**config.mk**
```make
export PLATFORM = sky130hd
export DESIGN_NAME = dynamic_request_batcher_top_flat
export DESIGN_NICKNAME = d
export VERILOG_FILES = /design/src/hdl/brq_pkg.sv /design/src/hdl/brq_req_if.sv /design/src/hdl/brq_cell.sv /design/src/hdl/dynamic_request_batcher_top.sv /design/src/flat_wrapper.sv
export SDC_FILE = /design/constraint.sdc
export NUM_CORES = 2
export LEC_CHECK = 0
export BUFFER_PORTS_ARGS = -buffer_cell sky130_fd_sc_hd__buf_4
export CAP_MARGIN = 0
export CORE_ASPECT_RATIO = 0.75
export CORE_MARGIN = 1
export CORE_UTILIZATION = 45
export CTS_CLUSTER_SIZE = 20
export DETAILED_ROUTE_END_ITERATION = 8
export PLACE_DENSITY = 0.71
export SKIP_LAST_GASP = 1
export SYNTH_ARGS = -nofsm -noshare
export SYNTH_HDL_FRONTEND = slang
export SYNTH_SLANG_ARGS = --single-unit
```
**constraint.sdc**
```tcl
create_clock -name clk -period 6.62 [get_ports clk]
set_clock_uncertainty 0.2 [all_clocks]
set_input_delay 0.331 -clock clk [delete_from_list [all_inputs] [get_ports clk]]
set_output_delay 0.331 -clock clk [all_outputs]
set_load 0.05 [all_outputs]
```
**src/hdl/brq_pkg.sv**
```systemverilog
// Shared types and constants for the dynamic request batcher.
`default_nettype none
package brq_pkg;

  localparam int QUEUE_DEPTH_DEF = 16;
  localparam int ID_BITS_DEF     = 16;
  localparam int SIZE_BITS_DEF   = 8;

  localparam int STAMP_W    = 32;
  localparam int MBS_W      = 8;
  localparam int DELAY_W    = 16;
  localparam int CFG_DATA_W = 16;
  localparam int CFG_ADDR_W = 1;
  localparam int OP_W       = 2;
  localparam int ST_W       = 3;

  localparam logic [MBS_W-1:0]   MBS_RESET   = 8'd8;
  localparam logic [DELAY_W-1:0] DELAY_RESET = 16'd10;

  typedef enum logic [OP_W-1:0] {
    OP_ENQ   = 2'd0,
    OP_BATCH = 2'd1,
    OP_TICK  = 2'd2,
    OP_NONE  = 2'd3
  } op_t;

  typedef enum logic [ST_W-1:0] {
    ST_OK        = 3'd0,
    ST_TOO_LARGE = 3'd1,
    ST_EMPTY     = 3'd2,
    ST_NOT_READY = 3'd3,
    ST_FULL      = 3'd4
  } status_t;

  typedef enum logic [CFG_ADDR_W-1:0] {
    REG_MAX_BATCH = 1'd0,
    REG_MAX_DELAY = 1'd1
  } reg_addr_t;

  typedef enum logic [3:0] {
    S_IDLE   = 4'b0001,
    S_SCAN   = 4'b0010,
    S_DECIDE = 4'b0100,
    S_POP    = 4'b1000
  } state_t;

  typedef struct packed {
    logic load;
    logic shift;
    logic wrap;
  } cell_ctrl_t;

endpackage
`default_nettype wire

```
**src/hdl/brq_req_if.sv**
```systemverilog
// Request and response channel interfaces of the batcher.
`default_nettype none
interface brq_req_if #(
  parameter int ID_BITS   = brq_pkg::ID_BITS_DEF,
  parameter int SIZE_BITS = brq_pkg::SIZE_BITS_DEF
);
  logic                      valid;
  logic                      ready;
  logic [brq_pkg::OP_W-1:0]  op;
  logic [ID_BITS-1:0]        req_id;
  logic [SIZE_BITS-1:0]      req_size;

  modport source (output valid, output op, output req_id, output req_size, input ready);
  modport sink   (input valid, input op, input req_id, input req_size, output ready);
endinterface

interface brq_res_if #(
  parameter int ID_BITS = brq_pkg::ID_BITS_DEF
);
  logic                      valid;
  logic                      ready;
  logic [brq_pkg::ST_W-1:0]  status;
  logic [ID_BITS-1:0]        batch_id;
  logic                      last;

  modport source (output valid, output status, output batch_id, output last, input ready);
  modport sink   (input valid, input status, input batch_id, input last, output ready);
endinterface
`default_nettype wire

```
**src/hdl/brq_cell.sv**
```systemverilog
// One queue cell: holds an entry and takes its neighbor's entry on a shift.
`default_nettype none
module brq_cell #(
  parameter int ID_BITS   = brq_pkg::ID_BITS_DEF,
  parameter int SIZE_BITS = brq_pkg::SIZE_BITS_DEF
) (
  input  wire                             clk,
  input  brq_pkg::cell_ctrl_t             ctrl,
  input  wire [ID_BITS-1:0]               wr_id,
  input  wire [SIZE_BITS-1:0]             wr_size,
  input  wire [brq_pkg::STAMP_W-1:0]      wr_stamp,
  input  wire [ID_BITS-1:0]               nbr_id,
  input  wire [SIZE_BITS-1:0]             nbr_size,
  input  wire [brq_pkg::STAMP_W-1:0]      nbr_stamp,
  input  wire [ID_BITS-1:0]               head_id,
  input  wire [SIZE_BITS-1:0]             head_size,
  input  wire [brq_pkg::STAMP_W-1:0]      head_stamp,
  output logic [ID_BITS-1:0]              ent_id,
  output logic [SIZE_BITS-1:0]            ent_size,
  output logic [brq_pkg::STAMP_W-1:0]     ent_stamp
);
  import brq_pkg::*;

  always_ff @(posedge clk) begin
    if (ctrl.load) begin
      ent_id    <= wr_id;
      ent_size  <= wr_size;
      ent_stamp <= wr_stamp;
    end else if (ctrl.shift) begin
      // The cell at the tail of the occupied run closes the ring during a scan.
      if (ctrl.wrap) begin
        ent_id    <= head_id;
        ent_size  <= head_size;
        ent_stamp <= head_stamp;
      end else begin
        ent_id    <= nbr_id;
        ent_size  <= nbr_size;
        ent_stamp <= nbr_stamp;
      end
    end
  end

endmodule
`default_nettype wire

```
**src/hdl/dynamic_request_batcher_top.sv**
```systemverilog
// Top level of the dynamic request batcher: cell chain and its controller.
//
// Channels: req (sink) carries op, req_id and req_size; res (source) carries
// status, batch_id and last. A beat moves when valid and ready are both high.
// The cfg port writes the batch size cap (index 0) or max_delay (index 1) on
// any edge with cfg_we high; write only while the block is idle.
// An enqueue answers with one beat that is valid in the cycle after
// acceptance. A tick gives no beat.
// A batch request rotates the occupied cells once through the head to add up
// sizes, decides in S_DECIDE, then shifts one released entry out per cycle
// whenever the result beat is free or being taken. One request item is worked
// on at a time, and req.ready is low until the previous answer has been taken.
// Reset clears the queue, the tick counter and the output register and puts
// the batch size cap to 8 and max_delay to 10. When res.ready is low the
// result beat holds and the chain waits.
`default_nettype none
module dynamic_request_batcher_top #(
  parameter int QUEUE_DEPTH = brq_pkg::QUEUE_DEPTH_DEF,
  parameter int ID_BITS     = brq_pkg::ID_BITS_DEF,
  parameter int SIZE_BITS   = brq_pkg::SIZE_BITS_DEF
) (
  input  wire                               clk,
  input  wire                               rst,
  brq_req_if.sink                           req,
  brq_res_if.source                         res,
  input  wire                               cfg_we,
  input  wire [brq_pkg::CFG_ADDR_W-1:0]     cfg_addr,
  input  wire [brq_pkg::CFG_DATA_W-1:0]     cfg_data
);
  import brq_pkg::*;

  localparam int CNT_W = $clog2(QUEUE_DEPTH + 1);
  localparam int SUM_W = ((SIZE_BITS > MBS_W) ? SIZE_BITS : MBS_W) + 1;

  state_t               state;
  logic [CNT_W-1:0]     count;
  logic [CNT_W-1:0]     rot_cnt;
  logic [CNT_W-1:0]     taken;
  logic [CNT_W-1:0]     pop_left;
  logic [SUM_W-1:0]     total;
  logic                 going;
  logic                 age_ok;
  logic [STAMP_W-1:0]   time_now;
  logic [MBS_W-1:0]     max_batch;
  logic [DELAY_W-1:0]   max_delay;

  logic                 out_valid;
  status_t              out_status;
  logic [ID_BITS-1:0]   out_id;
  logic                 out_last;

  logic [ID_BITS-1:0]   c_id    [QUEUE_DEPTH];
  logic [SIZE_BITS-1:0] c_size  [QUEUE_DEPTH];
  logic [STAMP_W-1:0]   c_stamp [QUEUE_DEPTH];

  logic                 accept;
  op_t                  in_op;
  logic                 too_large;
  logic                 q_full;
  logic                 enq_load;
  logic                 rot_en;
  logic                 pop_fire;
  logic [SUM_W-1:0]     sum_next;
  logic                 fits;
  logic                 sum_hit;
  logic [STAMP_W-1:0]   wait_ticks;

  assign req.ready    = (state == S_IDLE) && !out_valid;
  assign accept       = req.valid && req.ready;
  assign in_op        = op_t'(req.op);
  assign too_large    = SUM_W'(req.req_size) > SUM_W'(max_batch);
  assign q_full       = (count == CNT_W'(QUEUE_DEPTH));
  assign enq_load     = accept && (in_op == OP_ENQ) && !too_large && !q_full;
  assign rot_en       = (state == S_SCAN);
  assign pop_fire     = (state == S_POP) && (!out_valid || res.ready);
  assign sum_next     = total + SUM_W'(c_size[0]);
  assign fits         = (sum_next <= SUM_W'(max_batch));
  assign sum_hit      = (total == SUM_W'(max_batch));
  assign wait_ticks   = time_now - c_stamp[0];

  assign res.valid    = out_valid;
  assign res.status   = out_status;
  assign res.batch_id = out_id;
  assign res.last     = out_last;

  for (genvar i = 0; i < QUEUE_DEPTH; i++) begin : g_cell
    localparam int NXT = (i + 1) % QUEUE_DEPTH;
    cell_ctrl_t ctrl;

    assign ctrl.load  = enq_load && (count == CNT_W'(i));
    assign ctrl.shift = rot_en || pop_fire;
    assign ctrl.wrap  = rot_en && (CNT_W'(i) == count - CNT_W'(1));

    brq_cell #(
      .ID_BITS   (ID_BITS),
      .SIZE_BITS (SIZE_BITS)
    ) u_cell (
      .clk        (clk),
      .ctrl       (ctrl),
      .wr_id      (req.req_id),
      .wr_size    (req.req_size),
      .wr_stamp   (time_now),
      .nbr_id     (c_id[NXT]),
      .nbr_size   (c_size[NXT]),
      .nbr_stamp  (c_stamp[NXT]),
      .head_id    (c_id[0]),
      .head_size  (c_size[0]),
      .head_stamp (c_stamp[0]),
      .ent_id     (c_id[i]),
      .ent_size   (c_size[i]),
      .ent_stamp  (c_stamp[i])
    );
  end

  always_ff @(posedge clk) begin
    if (rst) begin
      state      <= S_IDLE;
      count      <= '0;
      rot_cnt    <= '0;
      taken      <= '0;
      pop_left   <= '0;
      total      <= '0;
      going      <= 1'b0;
      age_ok     <= 1'b0;
      time_now   <= '0;
      max_batch  <= MBS_RESET;
      max_delay  <= DELAY_RESET;
      out_valid  <= 1'b0;
      out_status <= ST_OK;
      out_id     <= '0;
      out_last   <= 1'b0;
    end else begin
      if (cfg_we) begin
        case (reg_addr_t'(cfg_addr))
          REG_MAX_BATCH: max_batch <= cfg_data[MBS_W-1:0];
          REG_MAX_DELAY: max_delay <= cfg_data[DELAY_W-1:0];
          default: ;
        endcase
      end

      if (out_valid && res.ready && !pop_fire) begin
        out_valid <= 1'b0;
      end

      case (state)
        S_IDLE: begin
          if (accept) begin
            case (in_op)
              OP_ENQ: begin
                out_valid <= 1'b1;
                out_id    <= '0;
                out_last  <= 1'b1;
                if (too_large) begin
                  out_status <= ST_TOO_LARGE;
                end else if (q_full) begin
                  out_status <= ST_FULL;
                end else begin
                  out_status <= ST_OK;
                  count      <= count + CNT_W'(1);
                end
              end
              OP_BATCH: begin
                if (count == '0) begin
                  out_valid  <= 1'b1;
                  out_status <= ST_EMPTY;
                  out_id     <= '0;
                  out_last   <= 1'b1;
                end else begin
                  age_ok    <= (wait_ticks >= STAMP_W'(max_delay));
                  total     <= '0;
                  taken     <= '0;
                  going     <= 1'b1;
                  rot_cnt   <= '0;
                  state     <= S_SCAN;
                end
              end
              OP_TICK: begin
                time_now <= time_now + STAMP_W'(1);
              end
              default: ;
            endcase
          end
        end
        S_SCAN: begin
          // The head cell shows each queued entry in turn; after count
          // rotations the chain is back in its original order.
          if (going) begin
            if (fits) begin
              total <= sum_next;
              taken <= taken + CNT_W'(1);
            end else begin
              going <= 1'b0;
            end
          end
          rot_cnt <= rot_cnt + CNT_W'(1);
          if (rot_cnt == count - CNT_W'(1)) begin
            state <= S_DECIDE;
          end
        end
        S_DECIDE: begin
          if ((taken == '0) || !(sum_hit || age_ok)) begin
            out_valid  <= 1'b1;
            out_status <= ST_NOT_READY;
            out_id     <= '0;
            out_last   <= 1'b1;
            state      <= S_IDLE;
          end else begin
            pop_left <= taken;
            state    <= S_POP;
          end
        end
        S_POP: begin
          if (pop_fire) begin
            out_valid  <= 1'b1;
            out_status <= ST_OK;
            out_id     <= c_id[0];
            out_last   <= (pop_left == CNT_W'(1));
            count      <= count - CNT_W'(1);
            pop_left   <= pop_left - CNT_W'(1);
            if (pop_left == CNT_W'(1)) begin
              state <= S_IDLE;
            end
          end
        end
        default: begin
          state <= S_IDLE;
        end
      endcase
    end
  end

endmodule
`default_nettype wire

```
**src/flat_wrapper.sv**
```systemverilog
// flat-port wrapper written by rule: the top's interface ports become plain ports
module dynamic_request_batcher_top_flat import brq_pkg::*;
#(
  parameter int QUEUE_DEPTH = brq_pkg::QUEUE_DEPTH_DEF,
  parameter int ID_BITS     = brq_pkg::ID_BITS_DEF,
  parameter int SIZE_BITS   = brq_pkg::SIZE_BITS_DEF
)
  (clk, rst, cfg_we, cfg_addr, cfg_data, req_valid, req_op, req_req_id, req_req_size, req_ready, res_valid, res_status, res_batch_id, res_last, res_ready);
  brq_req_if #(.ID_BITS(ID_BITS), .SIZE_BITS(SIZE_BITS)) req_i ();
  brq_res_if #(.ID_BITS(ID_BITS)) res_i ();
  input  wire clk;
  input  wire rst;
  input  wire cfg_we;
  input  wire [brq_pkg::CFG_ADDR_W-1:0] cfg_addr;
  input  wire [brq_pkg::CFG_DATA_W-1:0] cfg_data;
  input wire logic [$bits(req_i.valid)-1:0] req_valid;
  input wire logic [$bits(req_i.op)-1:0] req_op;
  input wire logic [$bits(req_i.req_id)-1:0] req_req_id;
  input wire logic [$bits(req_i.req_size)-1:0] req_req_size;
  output wire logic [$bits(req_i.ready)-1:0] req_ready;
  output wire logic [$bits(res_i.valid)-1:0] res_valid;
  output wire logic [$bits(res_i.status)-1:0] res_status;
  output wire logic [$bits(res_i.batch_id)-1:0] res_batch_id;
  output wire logic [$bits(res_i.last)-1:0] res_last;
  input wire logic [$bits(res_i.ready)-1:0] res_ready;
  assign req_i.valid = req_valid;
  assign req_i.op = req_op;
  assign req_i.req_id = req_req_id;
  assign req_i.req_size = req_req_size;
  assign req_ready = req_i.ready;
  assign res_valid = res_i.valid;
  assign res_status = res_i.status;
  assign res_batch_id = res_i.batch_id;
  assign res_last = res_i.last;
  assign res_i.ready = res_ready;
  dynamic_request_batcher_top #(.QUEUE_DEPTH(QUEUE_DEPTH), .ID_BITS(ID_BITS), .SIZE_BITS(SIZE_BITS)) u_core (.clk(clk), .rst(rst), .req(req_i), .res(res_i), .cfg_we(cfg_we), .cfg_addr(cfg_addr), .cfg_data(cfg_data));
endmodule
```
==> results.sh <==
export IMPL_grt_pass1_vias=37280
export IMPL_cts_tree="done"
export IMPL_yosys_warnings=0
export IMPL_finalHoldViolations=0
export IMPL_vdd_drop_max_uv=195.7
export IMPL_via_per_inst=5.971
export IMPL_cp_data_required_time_ps=6970
export IMPL_path_buf_inv=1
export IMPL_synth_edf_count=896
export IMPL_period_share=0.7471
export IMPL_p_sw_mw=3.444
export IMPL_p_per_area_nw_per_um2=247.0
export IMPL_rows=107
export IMPL_slowest_delay_ps=820
export IMPL_grt_max_degree=113
export IMPL_antenna_found_initial=1
export IMPL_p_leak_nw=24.02
export IMPL_hold_class="in2reg"
export IMPL_internal_power_mw=10.73
export IMPL_synth_seq_cells=1008
export IMPL_nets=5266
export IMPL_die_h_um=297.1
export IMPL_ctsLongestPathBuffers=3
export IMPL_syn_area_per_cell_um2=9.783
export IMPL_criticalPathCategory="reg2reg"
export IMPL_clockPowerShare=0.413
export IMPL_hold_slack_ps=18.53
export IMPL_switching_share=0.2430
export IMPL_final_cell_mix="nor2_1 (1302), a21oi_1 (1299), edfxtp_1 (896)"
export IMPL_fmax_ghz=0.2022
export IMPL_first_pass_iters=8
export IMPL_drv_cap=0
export IMPL_die_area_um2=117500
export IMPL_cts_root_buf="clkbuf_16"
export IMPL_maxSlewHeadroom=0.1076
export IMPL_vias=40240
export IMPL_core_um2=114300
export IMPL_drive_gt1_frac=0.07616
export IMPL_clk_insertion_delay_late_ps=730
export IMPL_synth_cells=5341
export IMPL_wirelength_um=154900
export IMPL_fin_crit_ps=4946
export IMPL_ctsResizeCount=0
export IMPL_r2r_cells=20
export IMPL_drc=0
export IMPL_pre_cts_slack_ps=1738
export IMPL_reg2reg_to="u_core.age_ok"
export IMPL_syn_area_um2=52250
export IMPL_cts_setup_buffers=0
export IMPL_ys_types=63
export IMPL_ys_seq_area_frac=0.5579
export IMPL_cp_num_cells=20
export IMPL_ant_nets=0
export IMPL_cp_top_family="simple AND/OR/NAND/NOR gates"
export IMPL_drv_slew=0
export IMPL_hold_buffers=54
export IMPL_setup_slack_ps=1674
export IMPL_diodes=0
export IMPL_io_buffers=69
export IMPL_area_growth_pct=9.804
export IMPL_numCtsBuffers=101
export IMPL_cp_start_kind="flop"
export IMPL_clk_pin_slew_ps=60
export IMPL_p_seq_frac=0.510
export IMPL_instances_no_fill=6739
export IMPL_clock_sinks=1008
export IMPL_critical_path_cell_chain="inv_1 -> ha_1 -> fa_1 -> nand2b_1 -> a21oi_1 -> o21ai_1 -> o21bai_1 -> nand3_1 -> nand2_1 -> xor2_1 -> ha_1 -> nand4_1 -> nor3_1 -> a221oi_1 -> nand4_1 -> nor4_2 -> o2111a_1 -> nand4_1 -> nor4_2 -> a211oi_1"
export IMPL_htree_levels=3
export IMPL_rrSetupSlack_ps=1670
export IMPL_grt_pass1_wl_um=233000
export IMPL_worstMarginPinSlew_ps=1339
export IMPL_endpoint="u_core.age_ok"
export IMPL_finalSetupViolCount=0
export IMPL_rsz0062_at_grt="no"
export IMPL_end_kind="flop"
export IMPL_r2r_start="u_core.time_now[0]"
export IMPL_synth_ff_type="edfxtp_1"
export IMPL_cp_slowest_cell="dfxtp_1"
export IMPL_io_pins=70
export IMPL_final_common_cell="nor2_1"
export IMPL_fin_setup_tns_ps=0
export IMPL_synth_nets=5475
export IMPL_initial_core_util=0.4570
export IMPL_synthArstFlopShare=0
export IMPL_detail_route_iter0_violations=5278
export IMPL_dpl_hpwl_um=88500
export IMPL_dp_cells=6501
export IMPL_cpMostUsedCell="nand4_1"
export IMPL_comb_power_share=0.076
export IMPL_wl_per_cell_um=22.99
export IMPL_fp_dieW_um=395.5
export IMPL_startpoint="u_core.time_now[0]"
export IMPL_utilization=0.5018
export IMPL_cp_arrival_ps=5300
export IMPL_track_usage=0.2574
export IMPL_status="completed"
export IMPL_path_max_fanout=19
export IMPL_globalRouteOverflowTotal=0
export IMPL_gp_congestion=0.8706
[sequential cells by signal, summed over array words and instances (netlist names), 3 cells and up]
name and flops:
u_core.total 9, u_core.max_batch 8, u_core.time_now 32, u_core.res.batch_id 16, u_core.res.status 3, u_core.rot_cnt 5
u_core.count 5, u_core.g_cell.u_cell.ent_stamp 512, u_core.state 4, u_core.max_delay 16, u_core.g_cell.u_cell.ent_size 128, u_core.taken 5
u_core.g_cell.u_cell.ent_id 256, u_core.pop_left 5
[layer usage]
| layer | GRT usage | share of wire | up-vias |
|---|---|---|---|
| li1 | - | - | 18400 |
| met1 | 0.3734 | 0.42 | 19270 |
| met2 | 0.3816 | 0.43 | 2267 |
| met3 | 0.04716 | 0.12 | 302 |
| met4 | 0.09754 | 0.038 | 2 |
| met5 | 0 | 0.000084 | - |
[worst min-delay path by stage]
stage                                        from                      end  slack (ps)  cells after the start
after floorplan              u_core.max_delay[10]     u_core.max_delay[10]         240                      2
after CTS                               req_valid            u_core.age_ok          10                      5
after detailed placement   u_core.res.batch_id[3]   u_core.res.batch_id[3]         240                      2
after global placement    u_core.res.batch_id[10]  u_core.res.batch_id[10]         250                      2
after global routing                    req_valid       u_core.time_now[1]          70                      5
final                                   req_valid            u_core.age_ok          20                      5
[power groups by stage]
stage	combinational [mW]	sequential, mW	clock (mW)
6_report	1.08	7.23	5.86
5_1_grt	1.15	7.25	6.11
4_1_cts	1.07	7.23	5.89
3_5_place_dp	1.03	7.36	0
3_3_place_gp	1.02	7.36	0
2_1_floorplan	0.645	7.33	0
[cell families (layout without fill, tap and decap cells)]
logic type | count (synthesis) | after routing | synth area share
xor+xnor | 86 | 86 | 0.01442
compound gates | 1461 | 1461 | 0.1452
mux | 455 | 455 | 0.08903
simple gates | 1665 | 1665 | 0.1281
fa+ha+maj | 86 | 86 | 0.02088
buf+inv | 580 | 452 | 0.04445
flops | 1008 | 1008 | 0.5579
[Yosys cell counts, types with 8 or more instances]
library cell | number | area, µm²
buf_4 | 8 | 60.06
and3_1 | 12 | 75.07
nor2b_1 | 12 | 75.07
buf_1 | 44 | 165.2
nand4_1 | 25 | 156.4
nor3_1 | 18 | 90.09
edfxtp_1 | 896 | 26910
o21ai_1 | 36 | 180.2
a21o_1 | 25 | 187.7
mux2i_1 | 377 | 3774
a21oi_1 | 1301 | 6511
and2_1 | 9 | 56.30
mux2_1 | 26 | 292.8
xnor2_1 | 46 | 402.9
mux2_2 | 52 | 585.6
dfxtp_1 | 112 | 2242
o21ai_0 | 34 | 170.2
nand2_1 | 183 | 686.9
buf_2 | 92 | 460.4
nand3_1 | 50 | 250.2
nand2b_1 | 20 | 125.1
a211oi_1 | 8 | 60.06
inv_1 | 75 | 281.5
xor2_1 | 40 | 350.3
ha_1 | 84 | 1051
clkbuf_1 | 361 | 1355
nor2_1 | 1302 | 4887
o211ai_1 | 13 | 97.59
[worst register-to-register path, cell delays in order (launching register included)]
cell      delay, ps
dfxtp_1         820
inv_1           140
ha_1            270
fa_1            400
nand2b_1        200
a21oi_1         250
o21ai_1         180
o21bai_1        220
nand3_1         130
nand2_1         100
xor2_1          160
ha_1            260
nand4_1         150
nor3_1          110
a221oi_1        290
nand4_1         140
nor4_2          180
o2111a_1        220
nand4_1         110
nor4_2          150
a211oi_1        100
[area by class of cell]
type / count / area, µm²
Fill cell: 10080 / 56960
Sequential cell: 1008 / 29150
Multi-Input combinational cell: 3753 / 21150
Clock buffer: 131 / 2769
Tap cell: 1526 / 1909
Timing Repair Buffer: 193 / 1607
Clock inverter: 53 / 506.7
Inverter: 75 / 281.5
[per-stage QoR]
stage                     cell area, µm²  total power [mW]
after floorplan                    52250             7.979
after global placement             53550             8.373
after detailed placement           53560             8.397
after CTS                          57370             14.19
after global routing               57370             14.51
final                              57370             14.17
Note: power is estimated with default switching activity, not from simulation.
